`src/cmta_pkg.sv`:
```
`timescale 1ns / 1ps
// ----------------------------------------------------------------------------
// cmta_pkg: shared definitions for the cube map texel address unit
// Default sizes, register indexes, face codes and the control bundle that
// travels down the pipeline next to the arithmetic payload.
// ----------------------------------------------------------------------------
package cmta_pkg;

   // Default parameter values
   localparam int COMPONENT_BITS_DEF = 16;
   localparam int MAX_FACE_SIZE_DEF  = 4096;

   // Register port
   localparam int CSR_DATA_W  = 13;
   localparam int CSR_INDEX_W = 1;
   localparam logic [CSR_INDEX_W-1:0] CSR_FACE_WIDTH  = 1'b0;
   localparam logic [CSR_INDEX_W-1:0] CSR_FACE_HEIGHT = 1'b1;
   localparam logic [CSR_DATA_W-1:0]  FACE_SIZE_RESET = 13'd512;

   // Result widths
   localparam int FACE_W  = 3;
   localparam int TEXEL_W = 12;

   // Face codes
   localparam logic [FACE_W-1:0] FACE_POS_X = 3'd0;
   localparam logic [FACE_W-1:0] FACE_NEG_X = 3'd1;
   localparam logic [FACE_W-1:0] FACE_POS_Y = 3'd2;
   localparam logic [FACE_W-1:0] FACE_NEG_Y = 3'd3;
   localparam logic [FACE_W-1:0] FACE_POS_Z = 3'd4;
   localparam logic [FACE_W-1:0] FACE_NEG_Z = 3'd5;

   // Per-item control bundle
   typedef struct packed {
      logic              valid;
      logic [FACE_W-1:0] face;
      logic              zero;
   } ctrl_type;

endpackage

```
`src/cmta_face_sel.sv`:
```
`timescale 1ns / 1ps
// ----------------------------------------------------------------------------
// cmta_face_sel: major axis and face coordinate stages
// Stage 1 takes absolute values of the three components. Stage 2 picks the
// major axis, the face, and forms the offset coordinates s+ma and t+ma.
// ----------------------------------------------------------------------------
module cmta_face_sel
   import cmta_pkg::*;
#(
   parameter int COMPONENT_BITS = COMPONENT_BITS_DEF
) (
   input  logic                      clock,
   input  logic                      reset,
   input  logic                      in_valid,
   input  logic [COMPONENT_BITS-1:0] in_x,
   input  logic [COMPONENT_BITS-1:0] in_y,
   input  logic [COMPONENT_BITS-1:0] in_z,
   output ctrl_type                  ctrl_out,
   output logic [COMPONENT_BITS-1:0] ma_out,
   output logic [COMPONENT_BITS:0]   sum_s_out,
   output logic [COMPONENT_BITS:0]   sum_t_out
);

   localparam int N = COMPONENT_BITS;

   // Offset a signed component (optionally negated) by the major magnitude
   function automatic logic [N:0] offset_coord(input logic [N-1:0] c, input logic neg,
                                               input logic [N-1:0] ma);
      logic signed [N+1:0] cw;
      logic signed [N+1:0] tot;
      cw = $signed({{2{c[N-1]}}, c});
      if (neg) begin
         cw = -cw;
      end
      tot = cw + $signed({2'b00, ma});
      return tot[N:0];
   endfunction

   // Stage 1 registers
   logic         v1_ff;
   logic [N-1:0] x1_ff, y1_ff, z1_ff;
   logic [N-1:0] ax1_ff, ay1_ff, az1_ff;
   logic [N-1:0] ax1_in, ay1_in, az1_in;

   // Stage 2 registers
   ctrl_type     ctrl2_ff, ctrl2_in;
   logic [N-1:0] ma2_ff, ma2_in;
   logic [N:0]   sum_s2_ff, sum_s2_in;
   logic [N:0]   sum_t2_ff, sum_t2_in;

   // Take magnitudes
   always_comb begin
      ax1_in = in_x[N-1] ? (~in_x + 1'b1) : in_x;
      ay1_in = in_y[N-1] ? (~in_y + 1'b1) : in_y;
      az1_in = in_z[N-1] ? (~in_z + 1'b1) : in_z;
   end

   always_ff @(posedge clock) begin
      if (reset) begin
         v1_ff <= 1'b0;
      end else begin
         v1_ff <= in_valid;
      end
      x1_ff  <= in_x;
      y1_ff  <= in_y;
      z1_ff  <= in_z;
      ax1_ff <= ax1_in;
      ay1_ff <= ay1_in;
      az1_ff <= az1_in;
   end

   // Pick major axis, face and offset coordinates; ties go to z, then y
   always_comb begin
      ctrl2_in.valid = v1_ff;
      ctrl2_in.zero  = (ax1_ff == '0) && (ay1_ff == '0) && (az1_ff == '0);
      if ((ax1_ff > ay1_ff) && (ax1_ff > az1_ff)) begin
         ma2_in = ax1_ff;
         sum_t2_in = offset_coord(y1_ff, 1'b0, ax1_ff);
         if (!x1_ff[N-1]) begin
            ctrl2_in.face = FACE_POS_X;
            sum_s2_in = offset_coord(z1_ff, 1'b0, ax1_ff);
         end else begin
            ctrl2_in.face = FACE_NEG_X;
            sum_s2_in = offset_coord(z1_ff, 1'b1, ax1_ff);
         end
      end else if (ay1_ff > az1_ff) begin
         ma2_in = ay1_ff;
         sum_s2_in = offset_coord(x1_ff, 1'b0, ay1_ff);
         if (!y1_ff[N-1]) begin
            ctrl2_in.face = FACE_POS_Y;
            sum_t2_in = offset_coord(z1_ff, 1'b0, ay1_ff);
         end else begin
            ctrl2_in.face = FACE_NEG_Y;
            sum_t2_in = offset_coord(z1_ff, 1'b1, ay1_ff);
         end
      end else begin
         ma2_in = az1_ff;
         sum_t2_in = offset_coord(y1_ff, 1'b0, az1_ff);
         if (!z1_ff[N-1] && (az1_ff != '0)) begin
            ctrl2_in.face = FACE_POS_Z;
            sum_s2_in = offset_coord(x1_ff, 1'b1, az1_ff);
         end else begin
            ctrl2_in.face = FACE_NEG_Z;
            sum_s2_in = offset_coord(x1_ff, 1'b0, az1_ff);
         end
      end
   end

   always_ff @(posedge clock) begin
      if (reset) begin
         ctrl2_ff <= '0;
      end else begin
         ctrl2_ff <= ctrl2_in;
      end
      ma2_ff    <= ma2_in;
      sum_s2_ff <= sum_s2_in;
      sum_t2_ff <= sum_t2_in;
   end

   assign ctrl_out  = ctrl2_ff;
   assign ma_out    = ma2_ff;
   assign sum_s_out = sum_s2_ff;
   assign sum_t_out = sum_t2_ff;

endmodule

```
`src/cmta_div_pipe.sv`:
```
`timescale 1ns / 1ps
// ----------------------------------------------------------------------------
// cmta_div_pipe: two-lane pipelined restoring divider
// An input register stage, then one quotient bit per stage, most significant
// first. Both lanes share one divisor. The caller guarantees that the
// quotient fits in QBITS bits.
// ----------------------------------------------------------------------------
module cmta_div_pipe
   import cmta_pkg::*;
#(
   parameter int NUM_W = 30,
   parameter int DEN_W = 17,
   parameter int QBITS = 13
) (
   input  logic             clock,
   input  logic             reset,
   input  ctrl_type         ctrl_in,
   input  logic [NUM_W-1:0] num_a,
   input  logic [NUM_W-1:0] num_b,
   input  logic [DEN_W-1:0] den,
   output ctrl_type         ctrl_out,
   output logic [QBITS-1:0] quo_a,
   output logic [QBITS-1:0] quo_b
);

   ctrl_type         ctrl_ff  [0:QBITS];
   logic [NUM_W-1:0] rem_a_ff [0:QBITS-1];
   logic [NUM_W-1:0] rem_b_ff [0:QBITS-1];
   logic [DEN_W-1:0] den_ff   [0:QBITS-1];
   logic [QBITS-1:0] quo_a_ff [1:QBITS];
   logic [QBITS-1:0] quo_b_ff [1:QBITS];

   // Capture the dividends and divisor
   always_ff @(posedge clock) begin
      if (reset) begin
         ctrl_ff[0] <= '0;
      end else begin
         ctrl_ff[0] <= ctrl_in;
      end
      rem_a_ff[0] <= num_a;
      rem_b_ff[0] <= num_b;
      den_ff[0]   <= den;
   end

   for (genvar k = 0; k < QBITS; k++) begin : g_stage
      localparam int B = QBITS - 1 - k;

      logic [NUM_W-1:0] shifted;
      logic [QBITS-1:0] quo_a_prev, quo_b_prev;
      logic [QBITS-1:0] quo_a_in, quo_b_in;
      logic [NUM_W-1:0] rem_a_in, rem_b_in;
      logic             take_a, take_b;

      if (k == 0) begin : g_first
         assign quo_a_prev = '0;
         assign quo_b_prev = '0;
      end else begin : g_rest
         assign quo_a_prev = quo_a_ff[k];
         assign quo_b_prev = quo_b_ff[k];
      end

      // Try to subtract the aligned divisor in each lane
      always_comb begin
         shifted  = NUM_W'(den_ff[k]) << B;
         take_a   = rem_a_ff[k] >= shifted;
         take_b   = rem_b_ff[k] >= shifted;
         rem_a_in = take_a ? (rem_a_ff[k] - shifted) : rem_a_ff[k];
         rem_b_in = take_b ? (rem_b_ff[k] - shifted) : rem_b_ff[k];
         quo_a_in = quo_a_prev | (QBITS'(take_a) << B);
         quo_b_in = quo_b_prev | (QBITS'(take_b) << B);
      end

      always_ff @(posedge clock) begin
         if (reset) begin
            ctrl_ff[k+1] <= '0;
         end else begin
            ctrl_ff[k+1] <= ctrl_ff[k];
         end
         quo_a_ff[k+1] <= quo_a_in;
         quo_b_ff[k+1] <= quo_b_in;
      end

      // Hand the remainder on, except after the last bit
      if (k < QBITS - 1) begin : g_carry
         always_ff @(posedge clock) begin
            rem_a_ff[k+1] <= rem_a_in;
            rem_b_ff[k+1] <= rem_b_in;
            den_ff[k+1]   <= den_ff[k];
         end
      end
   end

   assign ctrl_out = ctrl_ff[QBITS];
   assign quo_a    = quo_a_ff[QBITS];
   assign quo_b    = quo_b_ff[QBITS];

endmodule

```
`src/cube_map_texel_address.sv`:
```
`timescale 1ns / 1ps
// ----------------------------------------------------------------------------
// cube_map_texel_address: cube map face and texel address unit
// Picks the cube face of a signed direction vector and gives the texel
// column and row floor((c+ma)*size/(2*ma)) on that face, wrapped below size.
//
//   channel   ports                          handshake
//   request   req_dir_x/y/z                  start & !busy
//   response  rsp_face/texel_col/texel_row/  rsp_strobe, one cycle
//             rsp_zero_direction
//   config    csr_index, csr_wdata           csr_write_en
//
// One item per cycle, every cycle; busy stays low. The divider resolves one
// quotient bit per stage after its input register; the face select takes two
// stages and the wrap/output stage one more.
// Reset clears the valid bits and loads both face sizes with 512.
// The receiver cannot stall, so the pipeline never holds.
// ----------------------------------------------------------------------------
module cube_map_texel_address
   import cmta_pkg::*;
#(
   parameter int COMPONENT_BITS = COMPONENT_BITS_DEF,
   parameter int MAX_FACE_SIZE  = MAX_FACE_SIZE_DEF
) (
   input  logic                      clock,
   input  logic                      reset,
   input  logic                      start,
   output logic                      busy,
   input  logic [COMPONENT_BITS-1:0] req_dir_x,
   input  logic [COMPONENT_BITS-1:0] req_dir_y,
   input  logic [COMPONENT_BITS-1:0] req_dir_z,
   output logic                      rsp_strobe,
   output logic [FACE_W-1:0]         rsp_face,
   output logic [TEXEL_W-1:0]        rsp_texel_col,
   output logic [TEXEL_W-1:0]        rsp_texel_row,
   output logic                      rsp_zero_direction,
   input  logic                      csr_write_en,
   input  logic [CSR_INDEX_W-1:0]    csr_index,
   input  logic [CSR_DATA_W-1:0]     csr_wdata
);

   localparam int N         = COMPONENT_BITS;
   localparam int SIZE_BITS = $clog2(MAX_FACE_SIZE + 1);
   localparam int CMP_W     = (SIZE_BITS > CSR_DATA_W) ? SIZE_BITS : CSR_DATA_W;
   localparam int NUM_W     = N + 1 + SIZE_BITS;
   localparam int DEN_W     = N + 1;

   // Configuration registers
   logic [CSR_DATA_W-1:0] face_width_ff, face_height_ff;

   always_ff @(posedge clock) begin
      if (reset) begin
         face_width_ff  <= FACE_SIZE_RESET;
         face_height_ff <= FACE_SIZE_RESET;
      end else if (csr_write_en) begin
         case (csr_index)
            CSR_FACE_WIDTH: begin
               face_width_ff <= csr_wdata;
            end
            CSR_FACE_HEIGHT: begin
               face_height_ff <= csr_wdata;
            end
            default: begin
            end
         endcase
      end
   end

   // Clamp the face sizes to the largest supported face
   logic [CMP_W-1:0]     width_wide, height_wide;
   logic [SIZE_BITS-1:0] eff_width, eff_height;

   always_comb begin
      width_wide  = CMP_W'(face_width_ff);
      height_wide = CMP_W'(face_height_ff);
      eff_width   = (width_wide > CMP_W'(MAX_FACE_SIZE)) ?
                    SIZE_BITS'(MAX_FACE_SIZE) : SIZE_BITS'(width_wide);
      eff_height  = (height_wide > CMP_W'(MAX_FACE_SIZE)) ?
                    SIZE_BITS'(MAX_FACE_SIZE) : SIZE_BITS'(height_wide);
   end

   // Always ready: an item enters every cycle
   assign busy = 1'b0;

   // Face select stages
   ctrl_type   sel_ctrl;
   logic [N-1:0] sel_ma;
   logic [N:0]   sel_sum_s, sel_sum_t;

   cmta_face_sel #(
      .COMPONENT_BITS(COMPONENT_BITS)
   ) u_face_sel (
      .clock    (clock),
      .reset    (reset),
      .in_valid (start & ~busy),
      .in_x     (req_dir_x),
      .in_y     (req_dir_y),
      .in_z     (req_dir_z),
      .ctrl_out (sel_ctrl),
      .ma_out   (sel_ma),
      .sum_s_out(sel_sum_s),
      .sum_t_out(sel_sum_t)
   );

   // Scale the offset coordinates by the face size; the divider registers them
   logic [NUM_W-1:0] num_s, num_t;
   logic [DEN_W-1:0] den;

   always_comb begin
      num_s = NUM_W'(sel_sum_s) * NUM_W'(eff_width);
      num_t = NUM_W'(sel_sum_t) * NUM_W'(eff_height);
      den   = {sel_ma, 1'b0};
   end

   ctrl_type             div_ctrl;
   logic [SIZE_BITS-1:0] quo_s, quo_t;

   cmta_div_pipe #(
      .NUM_W(NUM_W),
      .DEN_W(DEN_W),
      .QBITS(SIZE_BITS)
   ) u_div_pipe (
      .clock   (clock),
      .reset   (reset),
      .ctrl_in (sel_ctrl),
      .num_a   (num_s),
      .num_b   (num_t),
      .den     (den),
      .ctrl_out(div_ctrl),
      .quo_a   (quo_s),
      .quo_b   (quo_t)
   );

   // Wrap at the face edge, force the zero vector result, register the output
   logic                         strobe_ff, strobe_in;
   logic [FACE_W-1:0]            face_ff, face_in;
   logic [TEXEL_W-1:0]           col_ff, col_in;
   logic [TEXEL_W-1:0]           row_ff, row_in;
   logic                         zero_ff, zero_in;
   logic [SIZE_BITS+TEXEL_W-1:0] col_wide, row_wide;

   always_comb begin
      col_wide  = (quo_s >= eff_width)  ? '0 : {{TEXEL_W{1'b0}}, quo_s};
      row_wide  = (quo_t >= eff_height) ? '0 : {{TEXEL_W{1'b0}}, quo_t};
      strobe_in = div_ctrl.valid;
      zero_in   = div_ctrl.zero;
      if (div_ctrl.zero) begin
         face_in = FACE_NEG_Z;
         col_in  = '0;
         row_in  = '0;
      end else begin
         face_in = div_ctrl.face;
         col_in  = col_wide[TEXEL_W-1:0];
         row_in  = row_wide[TEXEL_W-1:0];
      end
   end

   always_ff @(posedge clock) begin
      if (reset) begin
         strobe_ff <= 1'b0;
      end else begin
         strobe_ff <= strobe_in;
      end
      face_ff <= face_in;
      col_ff  <= col_in;
      row_ff  <= row_in;
      zero_ff <= zero_in;
   end

   assign rsp_strobe         = strobe_ff;
   assign rsp_face           = face_ff;
   assign rsp_texel_col      = col_ff;
   assign rsp_texel_row      = row_ff;
   assign rsp_zero_direction = zero_ff;

endmodule
```
`config.mk`:
```
export PLATFORM = sky130hd
export DESIGN_NAME = cube_map_texel_address
export DESIGN_NICKNAME = d
export VERILOG_FILES = /design/src/cmta_pkg.sv /design/src/cmta_face_sel.sv /design/src/cmta_div_pipe.sv /design/src/cube_map_texel_address.sv
export SDC_FILE = /design/constraint.sdc
export NUM_CORES = 2
export LEC_CHECK = 0
export BUFFER_PORTS_ARGS = -buffer_cell sky130_fd_sc_hd__buf_2
export CORE_MARGIN = 1
export CORE_UTILIZATION = 60
export DETAILED_ROUTE_END_ITERATION = 8
export PLACE_DENSITY = 0.8
export SLEW_MARGIN = 30
export SYNTH_ARGS = -nofsm -noshare
export SYNTH_HDL_FRONTEND = slang
export SYNTH_HIERARCHICAL = 1
export SYNTH_SLANG_ARGS = --single-unit
```
`constraint.sdc`:
```
create_clock -name clock -period 6.3 [get_ports clock]
set_clock_uncertainty 0.05 [all_clocks]
set_input_delay 1.26 -clock clock [delete_from_list [all_inputs] [get_ports clock]]
set_output_delay 1.26 -clock clock [all_outputs]
set_load 0.005 [all_outputs]
```
* Yosys cells after proc, flatten, opt, wreduce, memory -nomap -nowiden
Memories as Yosys holds them, arrays and structs flattened.
Index checks and enable logic that the tools add are counted.
** Storage, ports and cells
- Register bits :: 207
- RAM bits :: 1409
- Bits of input ports :: 66
- Word-level logic and storage cells :: 225
- Memories kept :: 6
** Memory list
- u_div_pipe.rem_a_ff :: depth 13, width 30, read ports 13, clocked after memory_dff 0, write ports 13, RTL line cmta_div_pipe.sv:27 : logic [NUM_W-1:0] rem_a_ff [0:QBITS-1];
- u_div_pipe.rem_b_ff :: depth 13, width 30, read ports 13, clocked after memory_dff 0, write ports 13, RTL line cmta_div_pipe.sv:28 : logic [NUM_W-1:0] rem_b_ff [0:QBITS-1];
- u_div_pipe.den_ff :: depth 13, width 17, read ports 13, clocked after memory_dff 0, write ports 13, RTL line cmta_div_pipe.sv:29 : logic [DEN_W-1:0] den_ff [0:QBITS-1];
- u_div_pipe.quo_a_ff :: depth 13, width 13, read ports 13, clocked after memory_dff 0, write ports 13, RTL line cmta_div_pipe.sv:30 : logic [QBITS-1:0] quo_a_ff [1:QBITS];
- u_div_pipe.quo_b_ff :: depth 13, width 13, read ports 13, clocked after memory_dff 0, write ports 13, RTL line cmta_div_pipe.sv:31 : logic [QBITS-1:0] quo_b_ff [1:QBITS];
- u_div_pipe.ctrl_ff :: depth 14, width 5, read ports 14, clocked after memory_dff 0, write ports 14, RTL line cmta_div_pipe.sv:26 : ctrl_type ctrl_ff [0:QBITS];
** Operators by class
- Add/subtract/negate cells :: 38
- Multiply operators :: 2
- Magnitude comparators :: 33
- Multiplexer cells :: 68
- Bitwise logic cells :: 42
- Reductions and logical operators :: 13
** Operators with widths (number)
- two-way mux 30 bit :: 24
- two-way mux 17 bit :: 15
- adder 16 x 17 -> 17 bit :: 6
- two-way mux 5 bit :: 14
- greater-or-equal comparator 30 x 17 -> 1 bit :: 2
- greater-or-equal comparator 30 x 18 -> 1 bit :: 2
- greater-or-equal comparator 30 x 19 -> 1 bit :: 2
- greater-or-equal comparator 30 x 20 -> 1 bit :: 2
- greater-or-equal comparator 30 x 21 -> 1 bit :: 2
- greater-or-equal comparator 30 x 22 -> 1 bit :: 2
- greater-or-equal comparator 30 x 23 -> 1 bit :: 2
- greater-or-equal comparator 30 x 24 -> 1 bit :: 2
- greater-or-equal comparator 30 x 25 -> 1 bit :: 2
- greater-or-equal comparator 30 x 26 -> 1 bit :: 2
- greater-or-equal comparator 30 x 27 -> 1 bit :: 2
- greater-or-equal comparator 30 x 28 -> 1 bit :: 2
- greater-or-equal comparator 30 x 29 -> 1 bit :: 2
- multiplier 17 x 13 -> 30 bit :: 2
- subtractor 30 x 18 -> 30 bit :: 2
- subtractor 30 x 19 -> 30 bit :: 2
- subtractor 30 x 20 -> 30 bit :: 2
- subtractor 30 x 21 -> 30 bit :: 2
- subtractor 30 x 22 -> 30 bit :: 2
- subtractor 30 x 23 -> 30 bit :: 2
- other kinds (38) :: 97

* Longest topological paths before layout
- Depth after elaboration :: 9
- Depth in mapped cells :: 24
- Gate-level depth less buffers :: 20

* Hierarchy
The synthesis kept the hierarchy.
** By module, submodules not included
- cmta_div_pipe :: instances 1, cells an instance 5669, area an instance 54420.9 um2, sequential area each 25084.1 um2
- cube_map_texel_address :: instances 1, cells an instance 2004, area an instance 16895.0 um2, sequential area each 1101.1 um2
- cmta_face_sel :: instances 1, cells an instance 1348, area an instance 11123.2 um2, sequential area each 2982.9 um2

* Least setup slack after synthesis
No wires, ideal clock.
- Kind :: register to register
- Start point :: register face_width_ff[12]
- End point :: memory u_div_pipe.rem_a_ff[0][28]
- Library setup time :: 127 ps
- Arrival time :: 5517 ps
- Required time :: 6123 ps
- Slack :: 606 ps
- Cell stages (with the launch flop) :: 22
- Cells stage by stage :: dfxtp_1 > buf_1 > nor2b_1 > clkbuf_1 > clkbuf_1 > nand2_1 > fa_1 > fa_1 > inv_1 > fa_1 > fa_1 > inv_1 > fa_1 > inv_1 > ha_1 > a21oi_1 > o21ai_0 > o211a_1 > o41a_1 > o21ai_2 > nor3_1 > or3_1
** RTL lines
- from (decl) :: RTL line cube_map_texel_address.sv:49 : logic [CSR_DATA_W-1:0] face_width_ff, face_height_ff;
- from (signal assigned) :: RTL line cube_map_texel_address.sv:58 : face_width_ff <= csr_wdata;
- to (decl) :: RTL line cmta_div_pipe.sv:27

==> results.yml <==
timing:
  rsz0062_at_grt: "no"
  slew_viol_final: 0
  finalSetupViolCount: 0
  hold_ws_ns: 0.260
  post-route-min-period_ns: 5.97
  slew_headroom: 0.344
  fin_setup_tns_ns: 0
  worst_pin_slew_ns: 0.982
  clock.fmax_mhz: 168
  period_share: 0.947
  hold_viol_final: 0
yosys:
  syn_inst: 9021
  synth_edf_count: 0
  yosysMostFrequentCell: "dfxtp_1"
  yosys.area.top_type: "dfxtp_1"
  ys.flop_type: "dfxtp_1"
  async_flop_share: 0
  yosysSeqAreaShare: 0.354
  synth_top_area_share: 0.354
  ys.warnings.count: 6
  syn_area_per_cell_um2: 9.14
  synth-seq-cells: 1457
  synth_area_leaders: "dfxtp_1, ha_1, fa_1"
  synthTopCellsByCount: "dfxtp_1, inv_1, nand2_1, ha_1, a21oi_1"
  syn_area_mm2: 0.0824
  ys_types: 110
run:
  cap_violations: 0
clock_network:
  clock_sink_count: 1457
  cts_tree: "done"
  cts_buffer_depth: 3
  clk_pin_slew_worst_paths_ns: 0.06
  cts.htree.levels: 4
  clkLatencyLatePin_ns: 0.80
  cts_root_buffer: "clkbuf_16"
  numCtsBuffers: 150
  cts_hold_buf: 0
worst_setup_path:
  required_ns: 6.91
  crit_path_start_kind: "register"
  crit_top_cell: "fa_1"
  worstSetupPathType: "reg -> reg"
  path_cells: "nor2b_1 > buf_4 > and2_1 > fa_1 > inv_1 > fa_1 > inv_1 > fa_1 > fa_1 > inv_1 > fa_1 > inv_1 > ha_1 > nand2_1 > o21ai_0 > nor2_1 > o21bai_2 > o21ai_2 > nor4bb_1 > or3_1"
  worstPathArrival_ns: 6.58
  critPathSlowestCell: "dfxtp_1"
  critPathMaxStageDelay_ns: 0.61
  endpoint_kind: "register"
  path_buf_inv: 5
  worst-path-max-fanout: 15
  path_delay_family: "adder cells"
global_route:
  grt_pass1_wl_mm: 350
  grt_max_degree: 82
  gr-total-overflow: 0
  grt_pass1_vias: 63699
  grt_antenna_before_repair: 4
  grt_usage: 0.319
floorplanning:
  start_util: 0.607
  die_h_um: 373
  die_x_um: 373
  boundaryPins: 96
  core.rowCount: 135
  core_area_mm2: 0.136
  die_area_mm2: 0.139
drt:
  avgViaCountPerCell: 5.84
  dr.first_iter.drc_count: 4986
  routed_wl_mm: 225
  drt-pass1-iter-count: 6
  ant_nets: 0
  wl_per_cell_um: 20.5
  vias: 64211
  drcViolationCount: 0
power_and_ir_drop:
  p_per_area_mw_per_mm2: 635
  vdd_ir_drop_max_mv: 0.346
  leakagePower_nw: 40.7
placement:
  placed_cells: 10719
  gp_congestion: 0.970
  io_buffers: 94
  dpl.hpwl_mm: 177
cells_and_area:
  nNetsFinal: 10280
  multi_input_area_mm2: 0.0490
  n_fill_cell: 10807
  stdcell_count: 10998
  register_area_mm2: 0.0292
  drive_gt1_frac: 0.0632
  syn_to_final_growth_pct: 9.13
outcome:
  status: "complete, no violations"
hold_path:
  hp-class: "reg -> reg"
[layer usage]
layer,vias to the layer above,share of wire,track usage
met5,-,0.000058,0
met4,2,0.061,0.179
met3,623,0.057,0.0491
met2,2193,0.48,0.543
met1,30559,0.41,0.383
li1,30834,-,-
[state kept, by name, summed over array words and instances (netlist names), 13 cells and up]
name / count
u_face_sel/ax1_ff: 15
u_face_sel/sum_t_out: 17
u_div_pipe/quo_a_ff: 91
u_face_sel/ma_out: 16
u_div_pipe/quo_b_ff: 91
u_div_pipe/rem_a_ff: 390
u_div_pipe/ctrl_ff: 70
face_width_ff: 13
u_face_sel/y1_ff: 16
u_face_sel/az1_ff: 15
u_face_sel/z1_ff: 16
u_div_pipe/rem_b_ff: 390
u_face_sel/x1_ff: 16
u_face_sel/ay1_ff: 15
u_div_pipe/den_ff: 221
face_height_ff: 13
u_face_sel/sum_s_out: 17
[worst register-to-register path, stage by stage, from the launching register on]
cell	delay (ns)
dfxtp_1	0.61
nor2b_1	0.17
buf_4	0.22
and2_1	0.18
fa_1	0.53
inv_1	0.05
fa_1	0.47
inv_1	0.05
fa_1	0.50
fa_1	0.57
inv_1	0.05
fa_1	0.47
inv_1	0.04
ha_1	0.40
nand2_1	0.08
o21ai_0	0.43
nor2_1	0.16
o21bai_2	0.23
o21ai_2	0.10
nor4bb_1	0.13
or3_1	0.36
[cells in the final DEF (no fill, tap or decap), types with 86 or more instances in the layout]
master / netlist / layout
a21o_1: 210 / 209
a21oi_1: 646 / 646
nor2_1: 532 / 531
nand2b_1: 106 / 106
mux2_2: 90 / 90
inv_1: 909 / 909
nand2_1: 800 / 800
o21a_1: 92 / 91
nand3_1: 114 / 114
ha_1: 764 / 764
nor4_1: 86 / 86
clkbuf_16: 0 / 152
nor2b_1: 179 / 178
xor2_1: 236 / 236
buf_2: 33 / 93
dfxtp_1: 1457 / 1457
xnor2_1: 411 / 411
nor3_1: 149 / 149
and2_1: 275 / 273
fa_1: 360 / 360
o21ai_0: 428 / 425
[per-stage QoR]
step	power, W	area [um^2]	setup slack, ns	utilization
finish	0.0571	90000	0.333	0.662
global route	0.0613	90000	0.000752	0.662
CTS	0.0568	89900	0.336	0.662
detailed placement	0.0471	84600	0.346	0.623
global placement	0.0464	84600	0.407	0.623
floorplan	0.0387	82400	0.606	-
[path summary, 6_finish.rpt]
kind	depth (start not counted)	slack [ns]	from	to
worst max-delay path	20	0.33	face_width_ff[12]$_SDFFE_PP0P_	u_div_pipe/rem_a_ff[0][28]$_DFF_P_
worst min-delay path	0	0.26	u_div_pipe/quo_b_ff[0][129]$_DFF_P_	u_div_pipe/quo_b_ff[0][142]$_DFF_P_
worst max register to register	20	0.33	face_width_ff[12]$_SDFFE_PP0P_	u_div_pipe/rem_a_ff[0][28]$_DFF_P_
worst min register to register	0	0.26	u_div_pipe/quo_b_ff[0][129]$_DFF_P_	u_div_pipe/quo_b_ff[0][142]$_DFF_P_
[area by class of cell]
type                    instances  share of cell area
multi-input cells            6426               0.544
diodes                          9            0.000250
flip-flops and latches       1457               0.324
repair buffers                143             0.00935
clock buffers                 201              0.0470
well taps                    1781              0.0248
inverters                     912              0.0380
clock inverters                69              0.0122
[kinds of logic after synthesis]
logic type | after synthesis | synth area share
AOI/OAI and AO/OA | 1939 | 0.149
xor gates and xnor gates | 647 | 0.0687
adders and majority gates | 1124 | 0.203
buffers and inverters | 1139 | 0.0528
DFF | 1457 | 0.354
muxes | 113 | 0.0151
other | 1 | 0.0000455
and+or+nand+nor | 2601 | 0.157
[timing repair]
item                       4_1_cts  5_1_grt
setup endpoints to repair        0        3
resized for setup                0        3
setup buffers                    0        0
[report_power, final]
part / switching [W] / total [W] / internal (W)
clock network: 0.00387 / 0.00939 / 0.00553
logic: 0.0180 / 0.0314 / 0.0133
registers: 0.00324 / 0.0164 / 0.0131
total: 0.0251 / 0.0571 / 0.0320
No activity file was read; power rests on OpenSTA's default activity.
